`src/tmf_pkg.sv`:
```
package tmf_pkg;

  localparam int unsigned CHANNELS      = 32;
  localparam int unsigned HISTORY_DEPTH = 4;

  localparam int unsigned SAMPLE_W = 16;
  localparam int unsigned MED_W    = 17;
  localparam int unsigned CFG_W    = 6;
  localparam int unsigned CHAN_O_W = 5;
  localparam int unsigned USED_O_W = 3;

  localparam int unsigned NVALS  = HISTORY_DEPTH + 1;
  localparam int unsigned CH_W   = (CHANNELS > 1) ? $clog2(CHANNELS) : 1;
  localparam int unsigned SLOT_W = (HISTORY_DEPTH > 1) ? $clog2(HISTORY_DEPTH) : 1;
  localparam int unsigned FILL_W = $clog2(HISTORY_DEPTH + 1);
  localparam int unsigned CNT_W  = $clog2(NVALS + 1);
  localparam int unsigned IDX_W  = $clog2(NVALS);

  localparam logic [CFG_W-1:0] CFG_RESET = CFG_W'(32);

  typedef logic signed [SAMPLE_W-1:0] sample_t;
  typedef sample_t hist_row_t [HISTORY_DEPTH];

  typedef struct packed {
    sample_t           sample;
    logic [CH_W-1:0]   chan;
    logic [FILL_W-1:0] fill;
    logic              frame_end;
  } stage_t;

endpackage

```
`src/tmf_hist.sv`:
```
module tmf_hist (
  input  logic                       clk_i,
  input  logic                       req_i,
  input  logic [tmf_pkg::CH_W-1:0]   addr_i,
  input  logic [tmf_pkg::SLOT_W-1:0] slot_i,
  input  tmf_pkg::sample_t           wdata_i,
  output tmf_pkg::hist_row_t         rdata_o
);

  tmf_pkg::sample_t mem_q [tmf_pkg::HISTORY_DEPTH][tmf_pkg::CHANNELS];
  tmf_pkg::sample_t rd_q  [tmf_pkg::HISTORY_DEPTH];

  always_ff @(posedge clk_i) begin
    if (req_i) begin
      for (int k = 0; k < tmf_pkg::HISTORY_DEPTH; k++) begin
        rd_q[k] <= mem_q[k][addr_i];
      end
      mem_q[slot_i][addr_i] <= wdata_i;
    end
  end

  always_comb begin
    for (int k = 0; k < tmf_pkg::HISTORY_DEPTH; k++) begin
      rdata_o[k] = rd_q[k];
    end
  end

endmodule

```
`src/tmf_median.sv`:
```
module tmf_median (
  input  tmf_pkg::hist_row_t                 hist_i,
  input  tmf_pkg::stage_t                    stage_i,
  output logic signed [tmf_pkg::MED_W-1:0]   med_o,
  output logic [tmf_pkg::CNT_W-1:0]          count_o
);

  localparam logic signed [tmf_pkg::MED_W-1:0] SENTINEL = tmf_pkg::MED_W'(32768);

  logic signed [tmf_pkg::MED_W-1:0] v [tmf_pkg::NVALS];
  logic [tmf_pkg::CNT_W-1:0]        n;
  logic [tmf_pkg::IDX_W-1:0]        lo_idx;
  logic [tmf_pkg::IDX_W-1:0]        hi_idx;
  logic signed [tmf_pkg::MED_W:0]   sum;

  always_comb begin
    logic signed [tmf_pkg::MED_W-1:0] tmp;
    tmp = '0;
    for (int k = 0; k < tmf_pkg::HISTORY_DEPTH; k++) begin
      v[k] = (k < stage_i.fill) ? tmf_pkg::MED_W'(hist_i[k]) : SENTINEL;
    end
    v[tmf_pkg::HISTORY_DEPTH] = tmf_pkg::MED_W'(stage_i.sample);
    // odd-even transposition network, unused slots sink to the top
    for (int p = 0; p < tmf_pkg::NVALS; p++) begin
      for (int k = 0; k < tmf_pkg::NVALS - 1; k++) begin
        if ((k % 2) == (p % 2)) begin
          if (v[k] > v[k+1]) begin
            tmp    = v[k];
            v[k]   = v[k+1];
            v[k+1] = tmp;
          end
        end
      end
    end
  end

  assign n      = tmf_pkg::CNT_W'(stage_i.fill) + tmf_pkg::CNT_W'(1);
  assign lo_idx = tmf_pkg::IDX_W'((n - tmf_pkg::CNT_W'(1)) >> 1);
  assign hi_idx = tmf_pkg::IDX_W'(n >> 1);
  assign sum    = (tmf_pkg::MED_W+1)'(v[lo_idx]) + (tmf_pkg::MED_W+1)'(v[hi_idx]);
  assign med_o  = sum[tmf_pkg::MED_W-1:0];
  assign count_o = n;

endmodule

```
`src/temporal_median_filter_unit.sv`:
```
// Channel   Ports                              Moves
// in        in_valid_i / in_ready_o            sample_i
// out       out_valid_o / out_ready_i          median_doubled_o, channel_o,
//                                              values_used_o, frame_end_o
// cfg       cfg_we_i                           cfg_wdata_i (channels in use)
//
// One request per cycle sustained while the output is not stalled; each
// request passes the history read register, then the result register.
// The history row is read and the new sample written in the same cycle.
// Reset clears channel counter, ring slot, fill count and valids; history
// itself is not cleared. A stalled output holds the stage behind it.
module temporal_median_filter_unit (
  input  logic                                 clk_i,
  input  logic                                 rst_ni,
  input  logic                                 cfg_we_i,
  input  logic [tmf_pkg::CFG_W-1:0]            cfg_wdata_i,
  input  logic                                 in_valid_i,
  output logic                                 in_ready_o,
  input  logic signed [tmf_pkg::SAMPLE_W-1:0]  sample_i,
  output logic                                 out_valid_o,
  input  logic                                 out_ready_i,
  output logic signed [tmf_pkg::MED_W-1:0]     median_doubled_o,
  output logic [tmf_pkg::CHAN_O_W-1:0]         channel_o,
  output logic [tmf_pkg::USED_O_W-1:0]         values_used_o,
  output logic                                 frame_end_o
);

  logic [tmf_pkg::CFG_W-1:0]  cfg_q;
  logic [tmf_pkg::CH_W-1:0]   ch_q, ch_d;
  logic [tmf_pkg::SLOT_W-1:0] slot_q, slot_d;
  logic [tmf_pkg::FILL_W-1:0] fill_q, fill_d;
  logic                       s1_valid_q;
  tmf_pkg::stage_t            s1_q;
  logic                       out_valid_q;
  logic signed [tmf_pkg::MED_W-1:0] med_q;
  logic [tmf_pkg::CH_W-1:0]   chan_q;
  logic [tmf_pkg::CNT_W-1:0]  used_q;
  logic                       end_q;

  logic [tmf_pkg::CH_W-1:0]   last_ch;
  logic                       in_fire;
  logic                       out_free;
  logic                       at_end;
  tmf_pkg::hist_row_t         hist_row;
  logic signed [tmf_pkg::MED_W-1:0] med;
  logic [tmf_pkg::CNT_W-1:0]  count;

  assign out_free   = !out_valid_q || out_ready_i;
  assign in_ready_o = !s1_valid_q || out_free;
  assign in_fire    = in_valid_i && in_ready_o;

  always_comb begin
    if (cfg_q == '0) begin
      last_ch = '0;
    end else if (cfg_q > tmf_pkg::CHANNELS) begin
      last_ch = tmf_pkg::CH_W'(tmf_pkg::CHANNELS - 1);
    end else begin
      last_ch = tmf_pkg::CH_W'(cfg_q - tmf_pkg::CFG_W'(1));
    end
  end

  assign at_end = (ch_q >= last_ch);

  always_comb begin
    ch_d   = ch_q;
    slot_d = slot_q;
    fill_d = fill_q;
    if (in_fire) begin
      if (at_end) begin
        ch_d = '0;
        if (slot_q == tmf_pkg::SLOT_W'(tmf_pkg::HISTORY_DEPTH - 1)) begin
          slot_d = '0;
        end else begin
          slot_d = slot_q + tmf_pkg::SLOT_W'(1);
        end
        if (fill_q != tmf_pkg::FILL_W'(tmf_pkg::HISTORY_DEPTH)) begin
          fill_d = fill_q + tmf_pkg::FILL_W'(1);
        end
      end else begin
        ch_d = ch_q + tmf_pkg::CH_W'(1);
      end
    end
  end

  tmf_hist u_hist (
    .clk_i   (clk_i),
    .req_i   (in_fire),
    .addr_i  (ch_q),
    .slot_i  (slot_q),
    .wdata_i (sample_i),
    .rdata_o (hist_row)
  );

  tmf_median u_median (
    .hist_i  (hist_row),
    .stage_i (s1_q),
    .med_o   (med),
    .count_o (count)
  );

  always_ff @(posedge clk_i or negedge rst_ni) begin
    if (!rst_ni) begin
      cfg_q       <= tmf_pkg::CFG_RESET;
      ch_q        <= '0;
      slot_q      <= '0;
      fill_q      <= '0;
      s1_valid_q  <= 1'b0;
      out_valid_q <= 1'b0;
    end else begin
      if (cfg_we_i) begin
        cfg_q <= cfg_wdata_i;
      end
      ch_q   <= ch_d;
      slot_q <= slot_d;
      fill_q <= fill_d;
      if (in_ready_o) begin
        s1_valid_q <= in_valid_i;
      end
      if (out_free) begin
        out_valid_q <= s1_valid_q;
      end
    end
  end

  always_ff @(posedge clk_i) begin
    if (in_fire) begin
      s1_q.sample    <= sample_i;
      s1_q.chan      <= ch_q;
      s1_q.fill      <= fill_q;
      s1_q.frame_end <= at_end;
    end
    if (out_free && s1_valid_q) begin
      med_q  <= med;
      chan_q <= s1_q.chan;
      used_q <= count;
      end_q  <= s1_q.frame_end;
    end
  end

  assign out_valid_o      = out_valid_q;
  assign median_doubled_o = med_q;
  assign channel_o        = tmf_pkg::CHAN_O_W'(chan_q);
  assign values_used_o    = tmf_pkg::USED_O_W'(used_q);
  assign frame_end_o      = end_q;

`ifndef SYNTHESIS
  a_fill_bound: assert property (@(posedge clk_i) disable iff (!rst_ni)
    fill_q <= tmf_pkg::FILL_W'(tmf_pkg::HISTORY_DEPTH))
    else $error("fill count beyond history depth");

  a_used_range: assert property (@(posedge clk_i) disable iff (!rst_ni)
    out_valid_q |-> (used_q != '0) && (used_q <= tmf_pkg::CNT_W'(tmf_pkg::NVALS)))
    else $error("values used out of range");

  a_frame_wrap: assert property (@(posedge clk_i) disable iff (!rst_ni)
    in_fire && at_end |=> ch_q == '0)
    else $error("channel counter not cleared at frame end");

  a_stage_hold: assert property (@(posedge clk_i) disable iff (!rst_ni)
    s1_valid_q && !out_free |=> s1_valid_q && $stable(s1_q))
    else $error("stalled stage lost its request");
`endif

endmodule
```
`config.mk`:
```
export PLATFORM = sky130hd
export DESIGN_NAME = temporal_median_filter_unit
export DESIGN_NICKNAME = d
export VERILOG_FILES = /design/src/tmf_pkg.sv /design/src/tmf_hist.sv /design/src/tmf_median.sv /design/src/temporal_median_filter_unit.sv
export SDC_FILE = /design/constraint.sdc
export NUM_CORES = 2
export LEC_CHECK = 0
export ABC_AREA = 1
export BUFFER_PORTS_ARGS = -buffer_cell sky130_fd_sc_hd__buf_2
export CORE_MARGIN = 1
export CORE_UTILIZATION = 35
export CTS_BUF_LIST = sky130_fd_sc_hd__clkbuf_8
export DETAILED_ROUTE_END_ITERATION = 10
export SETUP_SLACK_MARGIN = 0.15
export SYNTH_ARGS = -nofsm -noshare
export SYNTH_HDL_FRONTEND = slang
export SYNTH_SLANG_ARGS = --single-unit
```
`constraint.sdc`:
```
create_clock -name clk_i -period 16.1 [get_ports clk_i]
set_input_delay 4.025 -clock clk_i [delete_from_list [all_inputs] [get_ports clk_i]]
set_output_delay 4.025 -clock clk_i [all_outputs]
set_load 0.03 [all_outputs]
```
After elaboration in Yosys (flattened, before gate mapping)
Memories as Yosys holds them, arrays and structs flattened.
Index checks and enable logic that the tools add are counted.

word-level totals
  output and inout port bits = 28
  register bits after elaboration = 69
  latch bits = 0
  bits in writable memories = 2112
  memory bits (read-only) = 0
  word-level logic and storage cells = 99
  memories kept = 2

cells by class
  multipliers = 0
  equality and inequality tests = 2
  shifts and indexed selects = 0
  mux-type cells = 41
  $lt $le $gt $ge = 20
  add/sub/neg operators = 7
  reduce and logical (&&, ||, !) cells = 10
  bitwise logic cells = 3
  div/mod/pow operators = 0

memory list
  name          depth  width  rd ports  clocked after memory_dff  wr ports  line            RTL
  u_hist.mem_q  4      512    4         0                         1         tmf_hist.sv:10  tmf_pkg::sample_t mem_q [tmf_pkg::HISTORY_DEPTH][tmf_pkg::CHANNELS];
  u_hist.rd_q   4      16     4         0                         4         tmf_hist.sv:11  tmf_pkg::sample_t rd_q [tmf_pkg::HISTORY_DEPTH];

operators by type and width
  operator                                                                       number
  512-bit 2-to-1 mux                                                             1
  34-bit 2-to-1 mux                                                              10
  16-bit binary-select mux with 5-bit select                                     4
  17-bit > comparator                                                            9
  16-bit 2-to-1 mux                                                              9
  17-bit 2-to-1 mux                                                              8
  17-bit binary-select mux with 3-bit select                                     2
  16-bit demux with 5-bit select                                                 1
  17-bit adder                                                                   1
  17-bit by 16-bit > comparator with 1-bit output                                1
  5-bit 2-to-1 mux                                                               3
  4-bit >= comparator (second input constant)                                    2
  2-bit inverter with 4-bit output                                               2
  3-bit by 1-bit adder with 3-bit output (second input constant)                 2
  6-bit >= comparator (second input constant)                                    1
  6-bit > comparator (second input constant)                                     1
  6-bit zero test                                                                1
  1-bit by 3-bit less-than comparator with 1-bit output (first input constant)   2
  2-bit by 3-bit less-than comparator with 1-bit output (first input constant)   2
  6-bit by 1-bit less-than comparator with 1-bit output (second input constant)  1
  5-bit inverter with 6-bit output                                               1
  5-bit by 1-bit adder with 5-bit output (second input constant)                 1
  5-bit >= comparator                                                            1
  5-bit by 1-bit subtractor with 5-bit output (second input constant)            1
  11 further kinds                                                               16

Logic depth before layout (Yosys ltp)
  word-level depth = 16
  gate-level depth with buffers = 98
  depth with buffers taken out = 91

Modules after synthesis
A second synthesis with hierarchy kept.

unflattened totals
  cells, all modules = 10640
  area, all modules = 101517.4 um2

modules (own cells, without submodules)
  module                       area each (um2)  instances  cells an instance
  tmf_hist                     86777.0          1          8272
  tmf_median                   12051.6          1          2178
  temporal_median_filter_unit  2688.8           1          190

Worst setup path before layout
No wires, ideal clock.

  path type = register to register
  start = reg s1_q[3] (netlist bit)
  end = reg med_q (netlist bit median_doubled_o[16]) (data pin)
  arrival = 12.411 ns
  required time = 15.847 ns
  clock period less this slack = 12.664 ns
  stages on the path, launching flop included = 91
  path buffers = 9
  path slack = 3.436 ns
  library setup time = 0.253 ns
  path through = edfxtp_1 > nor2_1 > nand2_1 > inv_1 > clkbuf_1 > nor2_1 > ha_1 > nand2_1 > inv_1 > nand2_1 > nand2_1 > a21oi_4 > nand3_2 > or2_1 > buf_4 > nand2_2 > buf_6 > buf_6 > [55 not listed] > nand3_1 > nand2_1 > ha_1 > inv_1 > fa_1 > o21ai_0 > a21o_1 > a21oi_1 > o21ai_0 > a31oi_1 > o21ai_0 > nand2_1 > nand2_1 > nand2_1 > nand2_1 > inv_1 > nand3_1 > nand2_1

on the way
  word-level cells in the longest chain between the ends = 16
  elaborated cells between the ends (all ways) = 39

ends and longest elaborated chain
  what                                                                                                                                   line                                RTL
  start, declared                                                                                                                        temporal_median_filter_unit.sv:33   tmf_pkg::stage_t s1_q;
  1-bit by 3-bit less-than comparator with 1-bit output / 2-bit by 3-bit less-than comparator with 1-bit output (equally long branches)  tmf_median.sv:20                    v[k] = (k < stage_i.fill) ? tmf_pkg::MED_W'(hist_i[k]) : SENTINEL;
  17-bit 2-to-1 mux                                                                                                                      tmf_median.sv:20
  17-bit > comparator                                                                                                                    tmf_median.sv:27                    if (v[k] > v[k+1]) begin
  34-bit 2-to-1 mux                                                                                                                      tmf_median.sv:27
  17-bit > comparator / 17-bit by 16-bit > comparator with 1-bit output (equally long branches)                                          tmf_median.sv:27
  34-bit 2-to-1 mux                                                                                                                      tmf_median.sv:27
  17-bit > comparator                                                                                                                    tmf_median.sv:27
  34-bit 2-to-1 mux                                                                                                                      tmf_median.sv:27
  17-bit > comparator                                                                                                                    tmf_median.sv:27
  34-bit 2-to-1 mux                                                                                                                      tmf_median.sv:27
  17-bit > comparator                                                                                                                    tmf_median.sv:27
  34-bit 2-to-1 mux                                                                                                                      tmf_median.sv:27
  17-bit binary-select mux with 3-bit select                                                                                             tmf_median.sv:40                    assign sum = (tmf_pkg::MED_W+1)'(v[lo_idx]) + (tmf_pkg::MED_W+1)'(v[hi_idx]);
  17-bit 2-to-1 mux (implied by the code) (2 in series)                                                                                  tmf_median.sv:40
  17-bit adder *                                                                                                                         tmf_median.sv:40
  named net med (one bit)                                                                                                                temporal_median_filter_unit.sv:45   logic signed [tmf_pkg::MED_W-1:0] med;
  end signal, assigned                                                                                                                   temporal_median_filter_unit.sv:133  med_q <= med;
  end, declared                                                                                                                          temporal_median_filter_unit.sv:35   logic signed [tmf_pkg::MED_W-1:0] med_q;

The timed path passes the listed nets; every way through them passes the cells marked *. The select of a mux whose other input is x is not followed.
A chain may end at the register's enable or synchronous reset.

Worst setup path after layout
  start = reg s1_q[1] (netlist bit)
  end = reg med_q (netlist bit median_doubled_o[16]) (data pin)

on the way
  elaborated cells between the ends (all ways) = 39

RTL lines
  what                                                    line                               RTL
  3-bit by 1-bit adder with 3-bit output                  tmf_median.sv:37                   assign n = tmf_pkg::CNT_W'(stage_i.fill) + tmf_pkg::CNT_W'(1);
  named net count (one bit)                               temporal_median_filter_unit.sv:46  logic [tmf_pkg::CNT_W-1:0] count;
  3-bit by 1-bit subtractor with 3-bit output             tmf_median.sv:38                   assign lo_idx = tmf_pkg::IDX_W'((n - tmf_pkg::CNT_W'(1)) >> 1);
  2-bit inverter with 4-bit output (implied by the code)  tmf_median.sv:40
  17-bit binary-select mux with 3-bit select              tmf_median.sv:40
  17-bit 2-to-1 mux (implied by the code) (2 in series)   tmf_median.sv:40
  17-bit adder                                            tmf_median.sv:40
  named net med (one bit)                                 temporal_median_filter_unit.sv:45

The timed path passes the listed nets, and every way through them passes these cells. The select of a mux whose other input is x is not followed.

==> metrics.md <==
| Metric | Value |
|---|---|
| First-pass GRT wire length | 441,000 µm |
| Tcrit/Tclk final | 92.0% |
| Starting Density | 35.2% |
| Post-Synth Adder-Cell Area | 2.72% |
| Crit Reg-Reg Startpoint | s1_q[1] |
| Vias post-DR | 66,700 |
| Clock latency on the worst-skew pair | 1.00 ns |
| Main combinational cell family by area after synthesis | simple AND/OR/NAND/NOR gates |
| RR Endpoint | median_doubled_o[16] |
| CP peak stage delay | 0.46 ns |
| Crit path required time | 16.77 ns |
| Critical Path AT | 15.49 ns |
| Initial DRC Count | 8,100 |
| Hpwl dp | 188,000 µm |
| Clk_skew | 0.105 ns |
| Crit-path slowest cell | fa_1 |
| RSZ-0062 raised after global routing | false |
| Hold Path Depth | 0 |
| Async SR Flop Fraction | 0.825% |
| Clk slew on worst S/H paths | 0.06 ns |
| Buffers on Ports | 54 |
| Critical Path End Type | flop |
| Critical Path Source Type | flop |
| Mapped Nets | 8,172 |
| Drt via density | 5.60 |
| Core area | 268,000 µm² |
| Largest area contributor in the netlist | edfxtp_1 |
| Top post-synthesis cells by area | edfxtp_1 69%, o21ai_0 5.6%, nor2_1 5.0% |
| Post-synthesis compound-gate area fraction | 12.4% |
| R2R cell count | 81 |
| Max Fanout on Critical Path | 34 |
| Flop2flop setup slack | 1.29 ns |
| XOR/XNOR Fraction of Synth Area | 0.185% |
| Post-synth top area share | 68.7% |
| Num ports | 55 |
| Die X | 522 µm |
| Yosys warning count | 0 |
| Relative slew slack | 5.83% |
| Post-CTS Hold Buffers | 0 |
| Crit path kind | reg2reg |
| Setup-failing EPs final | 0 |
| Largest net degree at the start of global routing | 173 |
| Synthesized area | 94,600 µm² |
| Initial antenna violation count | 9 |
| Slew Viols, Final | 0 |
| Area of the multi-input gates | 26,400 µm² |
| DR DRC count | 0 |
| Final Wtd Congestion | 0.970 |
| Final net count | 8,333 |
| Max Freq | 0.0675 GHz |
| Setup Total Neg Slack | 0 ns |
| GRT Total Usage | 21.9% |
| CTS H-tree depth | 5 |
| FF+latch area | 65,400 µm² |
| Worst hold path class | reg2reg |
| Fillcell total | 25,400 |
| Total gr overflow | 0 |
| Unique masters post-synth | 58 |
| Die area | 272,000 µm² |
| Status | complete, no violations |
| Row Count | 190 |
| Antenna-violating nets left | 0 |
| Crit-path most repeated cell | nand2_1 |
| Num CTS Buffers | 357 |
| Share of layout cells above drive strength 1 | 10.2% |
| Yosys reg bits | 2,181 |
| Worst hold start | s1_q[5] |
| First drt pass iteration count | 8 |
| Final Hold Viols | 0 |
| WL per Instance | 25.7 µm |
| Worst Hold Path EP | channel_o[1] |
| Min Tclk post-route | 14.81 ns |
| Die Span Y | 522 µm |
| Syn avg cell area | 11.9 µm² |
| Vias in the first global route | 62,500 |
| EDFF count, synth | 2,163 |
| Max Cap Viol | 0 |
| Root buffer cell | clkbuf_8 |
| CTS max path bufs | 4 |
| Post-Synth Simple-Gate Area | 12.5% |
| List of most frequent post-synthesis cells | 2,163 x edfxtp_1, 1,249 x nor2_1, 1,061 x o21ai_0 |
| Ys flop type | edfxtp_1 |
| Total wire length | 307,000 µm |
| Measured slew at the worst slew-check pin | 1.41 ns |
| CTS Sinks | 2,181 |
| Post-Synthesis Cells | 7,940 |
| Post-synthesis sequential area ratio | 69.2% |
| Post-synthesis mux area share | 0.0119% |
| CTS tree | built |
| Count leader, synth | edfxtp_1 |
| Area growth syn-to-layout | 11.9% |
==> area by class of cell <==
type | count | share of cell area (%)
Sequential cell | 2181 | 61.8
Multi-Input combinational cell | 5019 | 25.0
Clock buffer | 362 | 4.71
Tap cell | 3552 | 4.20
Timing Repair Buffer | 298 | 2.15
Clock inverter | 254 | 1.24
Inverter | 244 | 0.901
Antenna cell | 8 | 0.0189
==> routing by layer <==
layer / GRT usage (%) / up-vias / part of all wire (%)
met5: 0 / - / 0.010
met4: 6.65 / 4 / 3.0
met3: 3.51 / 484 / 8.4
met2: 34.2 / 3205 / 45
met1: 31.4 / 33200 / 43
li1: - / 29800 / -
==> kinds of logic after synthesis <==
group | Yosys count
and+or+nand+nor | 2811
adders and majority gates | 205
DFF | 2181
AOI/OAI and AO/OA | 1981
buffers and inverters | 741
xor gates and xnor gates | 20
muxes | 1
==> flip-flops by register name (all words and copies together), names as in the netlist, 3 cells and up <==
register          count
cfg_q                 6
channel_o             5
ch_q                  5
u_hist.mem_q       2048
fill_q                3
u_hist.rd_q          64
median_doubled_o     17
values_used_o         3
s1_q                 25
==> how the worst max path moves through the flow <==
stage | startpoint | end | cells past startpoint
3_3_place_gp | s1_q[2] | median_doubled_o[16] | 83
2_1_floorplan | s1_q[3] | median_doubled_o[16] | 90
4_1_cts | s1_q[2] | median_doubled_o[16] | 85
6_report | s1_q[1] | median_doubled_o[16] | 81
5_1_grt | s1_q[1] | median_doubled_o[16] | 85
3_5_place_dp | s1_q[2] | median_doubled_o[16] | 78
==> layout by cell type, fill, tap and decap left out, types with 14 or more instances in the layout <==
| cell | count |
|---|---|
| dfrtp_1 | 15 |
| nand2_2 | 21 |
| nand3_2 | 28 |
| and2_1 | 29 |
| buf_2 | 38 |
| nand3_1 | 611 |
| o21ai_0 | 1059 |
| nand4_1 | 43 |
| a221oi_1 | 124 |
| inv_1 | 341 |
| clkinv_2 | 31 |
| ha_1 | 204 |
| clkinv_1 | 83 |
| a22o_1 | 124 |
| o21ai_1 | 22 |
| edfxtp_1 | 2163 |
| xor2_1 | 14 |
| nand2_1 | 784 |
| buf_4 | 245 |
| a21oi_1 | 79 |
| o21ai_2 | 25 |
| nor3_1 | 20 |
| o22ai_1 | 512 |
| nor2_1 | 1234 |
| clkbuf_8 | 362 |
==> critical path, delay by kind of cell (launching register included) <==
family                     cells  cell delay (ns)
adders and majority gates      7             2.00
and+or+nand+nor               46             7.14
DFF                            1             0.44
buffers and inverters         14             2.39
AOI/OAI and AO/OA             14             2.60
==> stage by stage <==
stage               util (%)  instances  setup slack (ns)  hold WS, ns  area (µm²)
floorplan                  -       7940              3.44        0.400       94600
global placement        37.0      11300             0.300        0.402       99300
detailed placement      37.0      11300             0.268        0.405       99300
CTS                     39.4      11900             0.257        0.418      106000
global route            39.4      11900             0.123        0.426      106000
finish                  39.4      11900              1.29        0.418      106000
==> repair_timing <==
item	4_1_cts	5_1_grt
gates resized for setup	0	33
endpoints found under the setup margin	0	14
setup buffers	0	8
Power is left out: the tool's default activity adds up to more than one toggle a clock period on the data nets, which glitch-free logic cannot reach.
